### config.mk
export PLATFORM = sky130hd
export DESIGN_NAME = bgcs_ram
export DESIGN_NICKNAME = d
export VERILOG_FILES = /design/src/bgcs_ram.sv
export SDC_FILE = /design/constraint.sdc
export NUM_CORES = 1
export LEC_CHECK = 0
export BUFFER_PORTS_ARGS = -buffer_cell sky130_fd_sc_hd__buf_2
export CAP_MARGIN = 40
export CORE_MARGIN = 2
export CORE_UTILIZATION = 64
export DETAILED_ROUTE_END_ITERATION = 6
export PLACE_DENSITY = 0.86
export SYNTH_ARGS = -nofsm -noshare
export SYNTH_HDL_FRONTEND = slang
export SYNTH_SLANG_ARGS = --single-unit
export TNS_END_PERCENT = 30
### constraint.sdc
create_clock -name clk_i -period 3.3 [get_ports clk_i]
set_clock_uncertainty 0.05 [all_clocks]
set_input_delay 0.33 -clock clk_i [delete_from_list [all_inputs] [get_ports clk_i]]
set_output_delay 0.33 -clock clk_i [all_outputs]
set_load 0.05 [all_outputs]
### src/bgcs_ram.sv
module bgcs_ram #(
  parameter int unsigned      WIDTH = 8,
  parameter longint unsigned  DEPTH = 16,
  localparam int unsigned     AW    = (DEPTH > 1) ? $clog2(DEPTH) : 1
) (
  input  logic             clk_i,
  input  logic             we_i,
  input  logic [AW-1:0]    waddr_i,
  input  logic [WIDTH-1:0] wdata_i,
  input  logic             re_i,
  input  logic [AW-1:0]    raddr_i,
  output logic [WIDTH-1:0] rdata_o
);

  logic [WIDTH-1:0] mem_q [DEPTH];
  logic [WIDTH-1:0] rdata_q;

  always_ff @(posedge clk_i) begin
    if (we_i) begin
      mem_q[waddr_i] <= wdata_i;
    end
    if (re_i) begin
      rdata_q <= mem_q[raddr_i];
    end
  end

  assign rdata_o = rdata_q;

endmodule
* Word level (Yosys, flattened, before mapping)
Memory sizes are Yosys's and may differ from the RTL's. A register that Yosys moved wholly into a read port is not among the register bits.
Cells that the tools add are included.
** Storage, ports and cells
- Bits in registers :: 0
- RAM bits :: 128
- Bits of input ports :: 19
- Output and inout port bits :: 8
- Logic and storage cells :: 3
- Memories :: 1
** Memories
- mem_q :: words 16, width 8, rd ports 1, clocked after memory_dff 1, wr ports 1, line 15 : logic [WIDTH-1:0] mem_q [DEPTH];
** Cells by class
- Mux-type cells :: 2
** Operators by type and width (number)
- $mux W1 :: 2

* Longest topological paths before layout
Gate-level depths: netlist (run 1).
- Depth after elaboration :: 2
- Mapped depth :: 5

* Worst setup path before layout (run 1)
OpenSTA, ideal clock, no wires.
- Path type :: input to register
- From :: input port waddr_i[2]
- To :: memory mem_q[0][0] (enable)
- Library setup time :: 0.383 ns
- Arrival :: 1.440 ns
- Required time :: 2.867 ns
- Path slack :: 1.427 ns
- Stages :: 2
- Path buffers :: 0
- Cell sequence :: or3b_2 > nor3_1
** RTL lines
- from (decl) :: line 8 : input logic [AW-1:0] waddr_i,
- to (decl) :: line 15
Straight into the memory's write port.

==> run summary, run 1 <==
The register bit count reported by yosys is 136. The synthesized netlist occupies a cell area of 5230 um^2. The number of buffers inserted by port buffering is 26. The most frequent standard cell in the layout excluding fill and tap cells is sky130_fd_sc_hd__edfxtp_1. The worst setup path is launched from an input port. The buffer depth of the longest clock path came out at 2.

The count of standard-cell rows came out at 32. The remaining number of nets flagged by the antenna check after routing is 0. Along the worst path, the maximum fanout reaches 19. The final layout contains 294 nets. The top cell types in the final layout, fill and taps aside, are sky130_fd_sc_hd__edfxtp_1 (136), sky130_fd_sc_hd__buf_2 (26), sky130_fd_sc_hd__mux4_2 (18). The clock root buffer is sky130_fd_sc_hd__clkbuf_8. The number of ports placed on the die boundary came out at 27. The internal power of the cells came out at 3160 uW. Dividing the detail-routed via count by the number of cells gives 6.80.

The aggregate global routing overflow came out at 0. The starting density of the core came out at 67.0%. The H-tree depth came out at 4. The synthesized net count is 248. Each instance of the synthesized netlist takes up on average 22.8 um^2. After the first detailed-routing iteration, the DRC count stood at 377. The final wirelength is 10,800 um. Routability-driven placement finished with a final weighted congestion of 0.739. For this run, the register share of the synthesized area comes to 78.1%.

The die covers 8910 um^2. The final clock period utilization by the worst path came out at 52.8%. In this run the post-CTS setup repair buffer count came out at 0. Measured along the y axis, the die boundary spans 94.4 um.

The total of warnings raised by yosys came out at 0. The number of inserted diodes is 0. From left edge to right edge, the die measures 94.4 um.

Max-cap violations in this run came to 0. The worst setup path is captured at a flip-flop. The final-report hold violation count was 0. Sequential cells account for 49.2% of the total power. The largest vdd supply drop came out at 0.477 mV.

The headroom to the max-slew limit came out at 43.5%. The later pin in the worst-skew pair is clocked with a latency of 0.51 ns. Post-CTS repair changed the size of 0 cells. The wire length of the first global-routing pass is 16,300 um.

The endpoint arrival time on the critical path is 1.95 ns. The flow ran to the end, and the final reports show no timing, DRC or antenna violations. The largest net degree at the start of global routing came out at 33.

Timing would allow up to 574 MHz. The power density relative to cell area came out at 657 nW/um^2. The post-detailed-route wirelength per cell came out at 27.8 um.

The floorplan core area came out at 7810 um^2. Setup repair after global routing left no endpoint under its margin. The quantity of hold-fixing buffers added after cts came out at 0. The remaining design rule violation count came out at 0.

The initial antenna violation count came to 0. The net switching power is 830 uW. The total iterations of the first detailed-routing run is 5. TritonCTS built the clock tree. The share of cells above drive strength 1 is 29.6%. The tightest min-delay check is of the in2reg type. Counting every instance in the synthesized netlist gives 229. By startpoint and endpoint, the worst setup path is classified as in2reg. The final number of max-transition violations is 0.

Global routing used 27.5% of the available tracks. The endpoint required time on the critical path came out at 3.51 ns. The combinational fraction of design power is 5.1%. Compared with the post-synthesis result, the final layout area differs by 16.0%. The estimated wirelength of the detail-placed design is 6320 um. The post-synthesis cell type count came out at 18.

The clock network is responsible for 45.7% of the overall power. The transition time of the tightest slew-check pin came out at 0.845 ns. The post-route setup TNS came out at 0 ns. The clock slew seen by the registers of the worst setup and hold paths is 0.06 ns. After layout, the minimum clock period comes to 1.74 ns. The number of global-route vias before repair is 2,646. The tree built by TritonCTS fans out to 136 sinks.

The number of failing setup endpoints in the final timing report is 0. The routed layout has 2,645 vias. In this run the static leakage power is 0.00205 uW. The number of buffers created by CTS came out at 17. The worst-case hold slack is 0.148 ns. The switching fraction of total power is 20.8%.
==> layout make-up <==
class	count	area, um^2
flip-flops and latches	136	4080
fillers	386	1740
multi-input cells	83	1060
clock buffers	17	414
repair buffers	37	225
clock inverters	14	158
well taps	102	128
==> worst max-delay path, cell delays in order <==
cell and delay [ns]:
sky130_fd_sc_hd__buf_2 0.40, sky130_fd_sc_hd__buf_12 0.26, sky130_fd_sc_hd__mux4_1 0.57, sky130_fd_sc_hd__a22oi_1 0.29, sky130_fd_sc_hd__nand2_1 0.09
==> layer usage <==
layer / vias to the layer above / GRT usage, % / part of all wire [%]
met5: - / 0 / 0
met4: 0 / 11.2 / 2.4
met2: 207 / 40.4 / 48
met3: 24 / 7.42 / 11
met1: 1341 / 40.3 / 39
li1: 1073 / - / -
==> power groups by stage <==
stage	sequential [uW]	clock (uW)	combinational, uW
6_report	1960	1820	204
5_1_grt	1960	1910	217
4_1_cts	1960	1840	204
3_5_place_dp	1990	0	199
3_3_place_gp	1990	0	192
2_1_floorplan	2020	0	98.2
==> worst paths after layout <==
check | from | to | slack [ns] | cells after the start
min | wdata_i[1] | mem_q[2][1] | 0.15 | 1
max reg2reg | mem_q[11][7] | rdata_o[7] | 1.72 | 3
max | raddr_i[0] | rdata_o[3] | 1.56 | 5
min reg2reg | mem_q[15][2] | rdata_o[2] | 0.72 | 3
==> logic make-up after synthesis <==
group	synth area share (%)
mux	14.8
compound gates	2.30
flops	78.1
simple gates	3.14
buf+inv	1.65
==> Yosys cell counts <==
master	n	area share, %
sky130_fd_sc_hd__nor2b_1	1	0.12
sky130_fd_sc_hd__clkdlybuf4s25_2	3	0.57
sky130_fd_sc_hd__a22oi_1	16	2.3
sky130_fd_sc_hd__mux4_1	14	7.0
sky130_fd_sc_hd__or3b_2	1	0.17
sky130_fd_sc_hd__nand3b_1	2	0.29
sky130_fd_sc_hd__buf_6	3	0.65
sky130_fd_sc_hd__and2b_1	1	0.14
sky130_fd_sc_hd__nor3_1	4	0.38
sky130_fd_sc_hd__edfxtp_1	136	78
sky130_fd_sc_hd__nand2b_1	2	0.24
sky130_fd_sc_hd__and2_1	1	0.12
sky130_fd_sc_hd__buf_2	3	0.29
sky130_fd_sc_hd__nand2_1	9	0.65
sky130_fd_sc_hd__buf_4	1	0.14
sky130_fd_sc_hd__nor2_1	13	0.93
sky130_fd_sc_hd__mux4_2	18	7.8
sky130_fd_sc_hd__nand3_1	1	0.096
==> sequential cells by signal, summed over array words and instances, names as in the netlist <==
signal,cells
rdata_o,8
mem_q,128
==> stage by stage <==
step / utilization, % / area [um^2] / setup WS [ns] / power (uW) / instances
finish: 77.7 / 6070 / 1.56 / 3990 / 389
floorplan: - / 5230 / 1.43 / 2120 / 229
global route: 77.7 / 6070 / 1.47 / 4090 / 389
detailed placement: 70.3 / 5490 / 1.06 / 2190 / 357
global placement: 69.8 / 5450 / 1.06 / 2180 / 352
CTS: 77.6 / 6060 / 1.58 / 4000 / 388
Power figures use the tool's default switching activity.
==> run 2: changes to the inputs <==
Settings changed: CORE_UTILIZATION 64 to 54, PLACE_DENSITY 0.86 to 0.77.
Clock period 3.3 ns to 1.4 ns, I/O delays scaled along.
==> run 2 against run 1 <==
Effect of this change: total power grew 140%; clock-buffer cell count is the same; combinational power grew to 2.8 times the previous value; utilization shrank 8.8 points; flip-flop and latch count is the same; sequential share of layout area shrank 3.8 points; the run now ends with setup timing left.
==> run summary, run 2 (synthesis gave the netlist of run 1 again) <==
The run finished, with violations left. The final reports fail on setup timing. The total vias in the final route came out at 2,537 (-4.1%).

The total iterations of the first detailed-routing run is 4 (-1). The startpoint identified for the worst hold timing path is waddr_i[0]. The estimated wirelength of the detail-placed design is 6310 um (-0.20%). The least setup slack across all paths after layout came to -0.0654 ns (-1.62 ns). The net switching power came out at 1980 uW (+140%). The final net count was 327 (+11%). The number of flip-flops in the largest register was 128 (unchanged).

The detailed router's first-iteration violation count is 217 (-42%). The post-route setup TNS was -0.339 ns (-0.339 ns). STA classifies the critical path startpoint as a flip-flop.

The remaining number of nets flagged by the antenna check after routing came to 0 (unchanged). The number of failing setup endpoints in the final timing report came out at 8 (+8). Ranked by flip-flop count, first place goes to mem_q. The root buffer cell chosen for the clock tree is sky130_fd_sc_hd__clkbuf_8. The worst slack after detailed placement came out at -0.322 ns (-1.38 ns). The combinational fraction of design power came to 6.0% (+0.9 points). The number of clock sinks came to 136 (unchanged). The most critical setup path has its startpoint at mem_q[2][1].

The number of buffers inserted by port buffering came to 26 (unchanged). The leakage power of the design came out at 0.00217 uW (+6.0%). The wire length of the first global-routing pass came out at 15,600 um (-3.9%). The number of global-route vias before repair came out at 2,659 (+0.49%). The headroom to the max-slew limit came out at 45.3% (+1.8 points). The type of the setup path with the least slack is reg2reg. The endpoint required time on the critical path came to 1.60 ns (-1.91 ns). The number of buffers created by CTS is 17 (unchanged). The largest vdd supply drop is 0.801 mV (+68%).

Relative to the synthesized area, the layout overhead comes to 23.0%. The final-report hold violation count is 0 (unchanged). The final standard cell utilization of the core is 68.9% (-8.8 points). The transition time of the tightest slew-check pin is 0.817 ns (-0.0276 ns). Static timing analysis puts the maximum clock frequency at 682 MHz.

The worst register-to-register path begins at mem_q[2][1]. The final number of max-transition violations is 0 (unchanged). The share of cells above drive strength 1 came out at 42.4% (+13 points). The final clock period utilization by the worst path is 105%. The power density relative to cell area is 1480 nW/um^2 (+130%). TritonCTS built the clock tree. The part of the total power dissipated in the clock network is 45.6% (about the same).

The relative contribution of sequential cells to total power is 48.4% (-0.8 points). The clock slew seen by the registers of the worst setup and hold paths is 0.06 ns (about the same). The remaining design rule violation count is 0 (unchanged).

The endpoint arrival time on the critical path was 1.67 ns (-0.28 ns). The buffer depth of the longest clock path is 2 (unchanged). The max-capacitance violation count was 0 (unchanged). The floorplan die width came out at 102 um (+8.5%).

The placer's final routability congestion estimate is 0.786 (+6.5%). The number of ports placed on the die boundary is 27 (unchanged). The detail-routed via count per cell came to 5.64 (-17%). The H-tree depth is 4 (unchanged). The internal power of the cells came out at 7540 uW (+140%). The switching fraction of total power was 20.8% (-0.037 points). The post-detailed-route wirelength per cell came out at 21.9 um (-21%). The number of inserted diodes came out at 0 (unchanged).

In the layout the commonest cells are sky130_fd_sc_hd__edfxtp_1 (136), sky130_fd_sc_hd__mux4_2 (32), sky130_fd_sc_hd__buf_4 (31). The path class of the lowest-slack min-delay path is in2reg. The count of standard-cell rows is 35 (+9.4%). Setup repair after global routing could not meet its margin everywhere.

The largest net degree at the start of global routing is 21 (-36%). The source-to-sink clock delay at the later pin of the worst-skew pair is 0.51 ns (about the same). The smallest clock period supported by the final layout is computed as 1.47 ns.

The starting density of the core is 56.0% (-11 points). The floorplan core area is 9330 um^2 (+19%). The overall die area is 10,500 um^2 (+18%). The aggregate global routing overflow came out at 0 (unchanged). The largest fanout on the critical path came out at 1 (-18). STA classifies the critical path endpoint as a flip-flop. The global-route total usage across every layer came out at 21.5% (-6.0 points). Leaving out fill and tap cells, the most frequent cell in the layout is sky130_fd_sc_hd__edfxtp_1. The die span in y came to 102 um (+8.5%). The final wirelength is 9880 um (-8.8%). The initial antenna violation count came out at 0 (unchanged).
==> run 2: cell count changes in the layout (fill, tap and decap cells not counted), sizes merged <==
cell         before  now
inv               1    2
dlygate4sd3       0    9
clkinv            7    6
clkinvlp          3    4
buf              37   61
==> run 2: critical path, cell delays in order (launching register included) <==
cell and delay (ns):
sky130_fd_sc_hd__edfxtp_1 0.39, sky130_fd_sc_hd__mux4_2 0.48, sky130_fd_sc_hd__a22oi_2 0.23, sky130_fd_sc_hd__nand2_1 0.07
==> run 2: routing by layer <==
metal,global-route usage [%],wire (um),vias to the layer above
met5,0,0,-
met4,9.85,187,0
met3,4.99,572,12
met2,32.4,4950,94
met1,30.4,4170,1303
li1,-,-,1128
==> run 2: per-stage QoR <==
stage	hold WS (ns)	area (um^2)	std cells	total power [uW]
after floorplan	0.189	5220	229	5010
after global placement	0.452	5710	409	5200
after detailed placement	0.451	5710	409	5220
after CTS	0.124	6420	450	9590
after global routing	0.141	6430	450	9810
final	0.155	6430	450	9520
==> run 2: worst paths after layout <==
path,to,slack (ns),depth (start not counted)
hold / removal,mem_q[0][4],0.15,3
setup / recovery,rdata_o[1],-0.07,3
setup reg to reg,rdata_o[1],-0.07,3
hold reg to reg,rdata_o[6],0.70,3
==> run 2: final cells by class <==
cell class | instances | area (um^2)
clock buffer | 17 | 414
clock inverter | 15 | 178
fill | 561 | 2900
multi-input combinational | 83 | 1060
sequential | 136 | 4080
tap | 129 | 161
timing repair buffer | 70 | 533
==> run 2: power by group through the flow <==
stage               logic (uW)  clock network, uW  registers (uW)
detailed placement         528                  0            4690
finish                     568               4340            4610
global placement           514                  0            4690
floorplan                  248                  0            4760
global route               612               4580            4620
CTS                        572               4410            4610
==> run 2: repair_timing <==
action,4_1_cts,5_1_grt
hold buffers,9,0
pin swaps,7,3
setup buffers,0,0
hold endpoints to repair,136,0
setup endpoints to repair,8,8
resized for setup,13,1
==> run 3: changes to the inputs <==
Settings changed: ABC_AREA set to 1, CORE_UTILIZATION 54 to 55, PLACE_DENSITY 0.77 to 0.78.
==> run 3 against run 2 <==
Effect of this change: utilization decreased by 2.0 points; first-iteration DRC count rose by 72%; largest power group is now the clock network; largest cell class unchanged; total power up 4.4%; the flow finishes with violations (DRC); critical path depth is 2 lower; sequential share of layout area is 4.4 points lower; flip-flop and latch count unchanged; design area increased by 7.5%.
==> run summary, run 3 <==
The number of inserted diodes came to 0 (unchanged). The launch instance of the worst min-delay path is wdata_i[3]. The synthesized net count came to 570 (+130%). The endpoint required time on the critical path came out at 1.21 ns (-0.39 ns). The type of the setup path with the least slack is reg2out. The most frequent standard cell in the layout excluding fill and tap cells is sky130_fd_sc_hd__nand2_1.

The final clock period utilization by the worst path is 96.2% (-8.5 points). The transition time of the tightest slew-check pin is 0.590 ns (-0.227 ns). The storage element area is 4080 um^2 (unchanged).

The detailed router's first-iteration violation count came out at 373 (+72%). The number of buffers created by CTS came out at 17 (unchanged). The run finished, with violations left. The area of the multi-input gates came out at 1210 um^2 (+15%). The clock slew seen by the registers of the worst setup and hold paths is 0.06 ns (about the same). The total vias in the final route came out at 4,022 (+59%). The max-capacitance violation count came out at 0 (unchanged). The fraction of the yosys area taken by sequential cells came out at 69.8% (-8.3 points).

Counting instances in the post-synthesis netlist gives the leading cell types as sky130_fd_sc_hd__nand2_1 (173), sky130_fd_sc_hd__edfxtp_1 (136), sky130_fd_sc_hd__inv_1 (100). The global-route total usage across every layer is 24.4% (+3.0 points). The total of warnings raised by yosys is 0 (unchanged).

The netlist area before placement came out at 5850 um^2 (+12%). The leakage power of the design was 0.00300 uW (+38%). The min-delay analysis places its worst path in the category in2reg. The clock root buffer is sky130_fd_sc_hd__clkbuf_8. The number of failing setup endpoints in the final timing report came out at 0 (-8). The cell count after synthesis was 551 (+140%). The predominant post-synthesis flop cell is sky130_fd_sc_hd__edfxtp_1. The remaining number of nets flagged by the antenna check after routing is 0 (unchanged). The final net count is 623 (+91%). The final number of max-transition violations is 0 (unchanged). The number of ports placed on the die boundary is 27 (unchanged). The wire length of the first global-routing pass was 20,100 um (+28%).

The largest vdd supply drop came to 0.962 mV (+20%). The source of the worst register-to-register timing path is mem_q[5][1]. Broken down by cell family, the worst path's largest delay share belongs to flip-flops.

The number of buffers inserted by port buffering is 26 (unchanged). The register bit count reported by yosys is 136 (unchanged). The post-synthesis cell type count is 11 (-7). The post-CTS setup buffer count is 0 (unchanged).

The number of flip-flops in the largest register is 128 (unchanged). The estimated wirelength of the detail-placed design came out at 7910 um (+25%). The H-tree depth came out at 4 (unchanged). The endpoint arrival time on the critical path came out at 1.16 ns (-0.51 ns). The die span in y was 107 um (+4.6%). The number of global-route vias before repair came out at 3,909 (+47%). The number of clock sinks came out at 136 (unchanged). The count of standard-cell rows came out at 37 (+5.7%).

The checks that failed: DRC. The source-to-sink clock delay at the later pin of the worst-skew pair is 0.53 ns (+0.02 ns). The post-route setup TNS is 0 ns (+0.339 ns). The cell depth of the worst hold path came out at 1 (-2). The remaining design rule violation count is 5 (+5).

The post-detailed-route wirelength per cell came to 17.4 um (-21%). The total iterations of the first detailed-routing run came out at 7 (+3). The aggregate global routing overflow is 0 (unchanged). The final standard cell utilization of the core came out at 66.9% (-2.0 points). The floorplan core area is 10,300 um^2 (+11%). The fraction of synthesis flops using an asynchronous set or reset pin came out at 0% (unchanged). mem_q holds more flip-flops than any other register. The power density relative to cell area came out at 1440 nW/um^2 (-2.9%). The maximum achievable frequency is 742 MHz (+8.8%). The startpoint kind of the worst setup timing path is a flip-flop. The share of cells above drive strength 1 came to 13.3% (-29 points). The slack of the worst reg-to-reg path came out at 0.15 ns (+0.22 ns).

The worst slack after detailed placement came out at -0.0257 ns (+0.296 ns). The depth of the worst register-to-register path is 6 (+3). The initial antenna violation count is 0 (unchanged). The count of flip-flops with a built-in enable after synthesis came to 136 (unchanged). The mean instance size in the synthesized netlist came out at 10.6 um^2 (-54%). From synthesis to final layout, the design area changed by 18.2%.

The overall die area came out at 11,500 um^2 (+9.4%). The detail-routed via count per cell is 5.34 (-5.3%). The clock tree from TritonCTS is done. The worst register-to-register path ends at rdata_o[1].

The largest fanout on the critical path came out at 1 (unchanged). The library cells used most frequently in the layout, excluding fill and tap cells, are sky130_fd_sc_hd__nand2_1 (173), sky130_fd_sc_hd__edfxtp_1 (136), sky130_fd_sc_hd__inv_1 (100). The placer's final routability congestion estimate was 0.996 (+27%). Summed over all instances, the cell type with the most area after synthesis is sky130_fd_sc_hd__edfxtp_1. The number of fillers in the final layout came to 720 (+28%).

The stage delay of the slowest cell on the critical path came to 0.40 ns (-0.08 ns). On the critical path, the stage with the largest delay is an instance of sky130_fd_sc_hd__edfxtp_1. Walking the worst path, the cells encountered are buf_2.

The worst setup path is captured at an output pin. The minimum clock period is 1.35 ns (-0.119 ns). Setup repair after global routing left no endpoint under its margin.

The largest net degree at the start of global routing was 40 (+90%). Sorting the synthesized cells by area gives the leading types as sky130_fd_sc_hd__edfxtp_1 (70%), sky130_fd_sc_hd__nand2_1 (11%), sky130_fd_sc_hd__nand3_1 (8.3%). The most common cell in the synthesized netlist is sky130_fd_sc_hd__nand2_1. The starting density of the core came out at 56.6% (+0.59 points). The final wirelength is 13,100 um (+33%). The floorplan die width came out at 107 um (+4.6%). The area share of the largest cell type after synthesis is 69.8% (-8.3 points). The buffer depth of the longest clock path is 2 (unchanged). The final-report hold violation count came out at 0 (unchanged). The capture endpoint of the worst hold path is mem_q[11][3]. The least setup slack across all paths after layout is 0.0532 ns (+0.119 ns). The critical path buffer and inverter count came out at 1 (+1).

The headroom to the max-slew limit came out at 60.6% (+15 points).
-- run 3: layout make-up --
class / count / share of cell area [%]
clock buffers: 17 / 5.99
clock inverters: 15 / 3.01
inverters: 102 / 5.54
multi-input cells: 289 / 17.6
flip-flops and latches: 136 / 59.1
well taps: 136 / 2.46
repair buffers: 58 / 6.34
-- run 3: kinds of logic (layout without fill, tap and decap cells) --
group,Yosys count,in the layout,share of synthesized area (%)
buffers and inverters,126,192,9.39
and+or+nand+nor,289,289,20.8
DFF,136,136,69.8
-- run 3: power by group --
group | internal, uW | leakage (uW) | switching (uW)
Sequential | 4590 | 0.00124 | 24.8
Combinational | 190 | 0.00147 | 468
Clock | 3040 | 0.000296 | 1620
Total | 7820 | 0.00300 | 2120
-- run 3: worst reg2reg max path, delay by kind of cell (launching register included) --
kind | cells | cell delay, ns
and+or+nand+nor | 5 | 0.53
DFF | 1 | 0.37
buffers and inverters | 1 | 0.07
-- run 3: layer usage --
metal	vias to the layer above	share of wire, %	global-route usage [%]
li1	1889	-	-
met1	1892	39	30.5
met2	210	50	39.9
met3	31	8.2	6.93
met4	0	2.3	10.8
met5	-	0	0
-- run 3: how the worst max path moves through the flow --
stage	slack [ns]	startpoint	depth (start not counted)	endpoint
floorplan	0.26	waddr_i[2]	2	mem_q[10][0]
global placement	0.01	raddr_i[0]	8	rdata_o[1]
detailed placement	-0.03	raddr_i[0]	8	rdata_o[1]
CTS	0.03	rdata_o[0]	1	rdata_o[0]
global route	0.008	rdata_o[0]	1	rdata_o[0]
finish	0.05	rdata_o[0]	1	rdata_o[0]
-- run 3: per-stage QoR --
stage	instances	hold WS (ns)	instance area (um^2)	total power, uW
floorplan	551	0.189	5850	5080
global placement	714	0.450	6220	5310
detailed placement	714	0.466	6220	5330
CTS	751	0.0000190	6890	9940
global route	753	0.00604	6910	10200
finish	753	0.0124	6910	9940
-- run 3: timing repair --
item	in CTS	in global routing
hold buffers	5	2
hold endpoints to repair	61	17
resized for setup	0	0
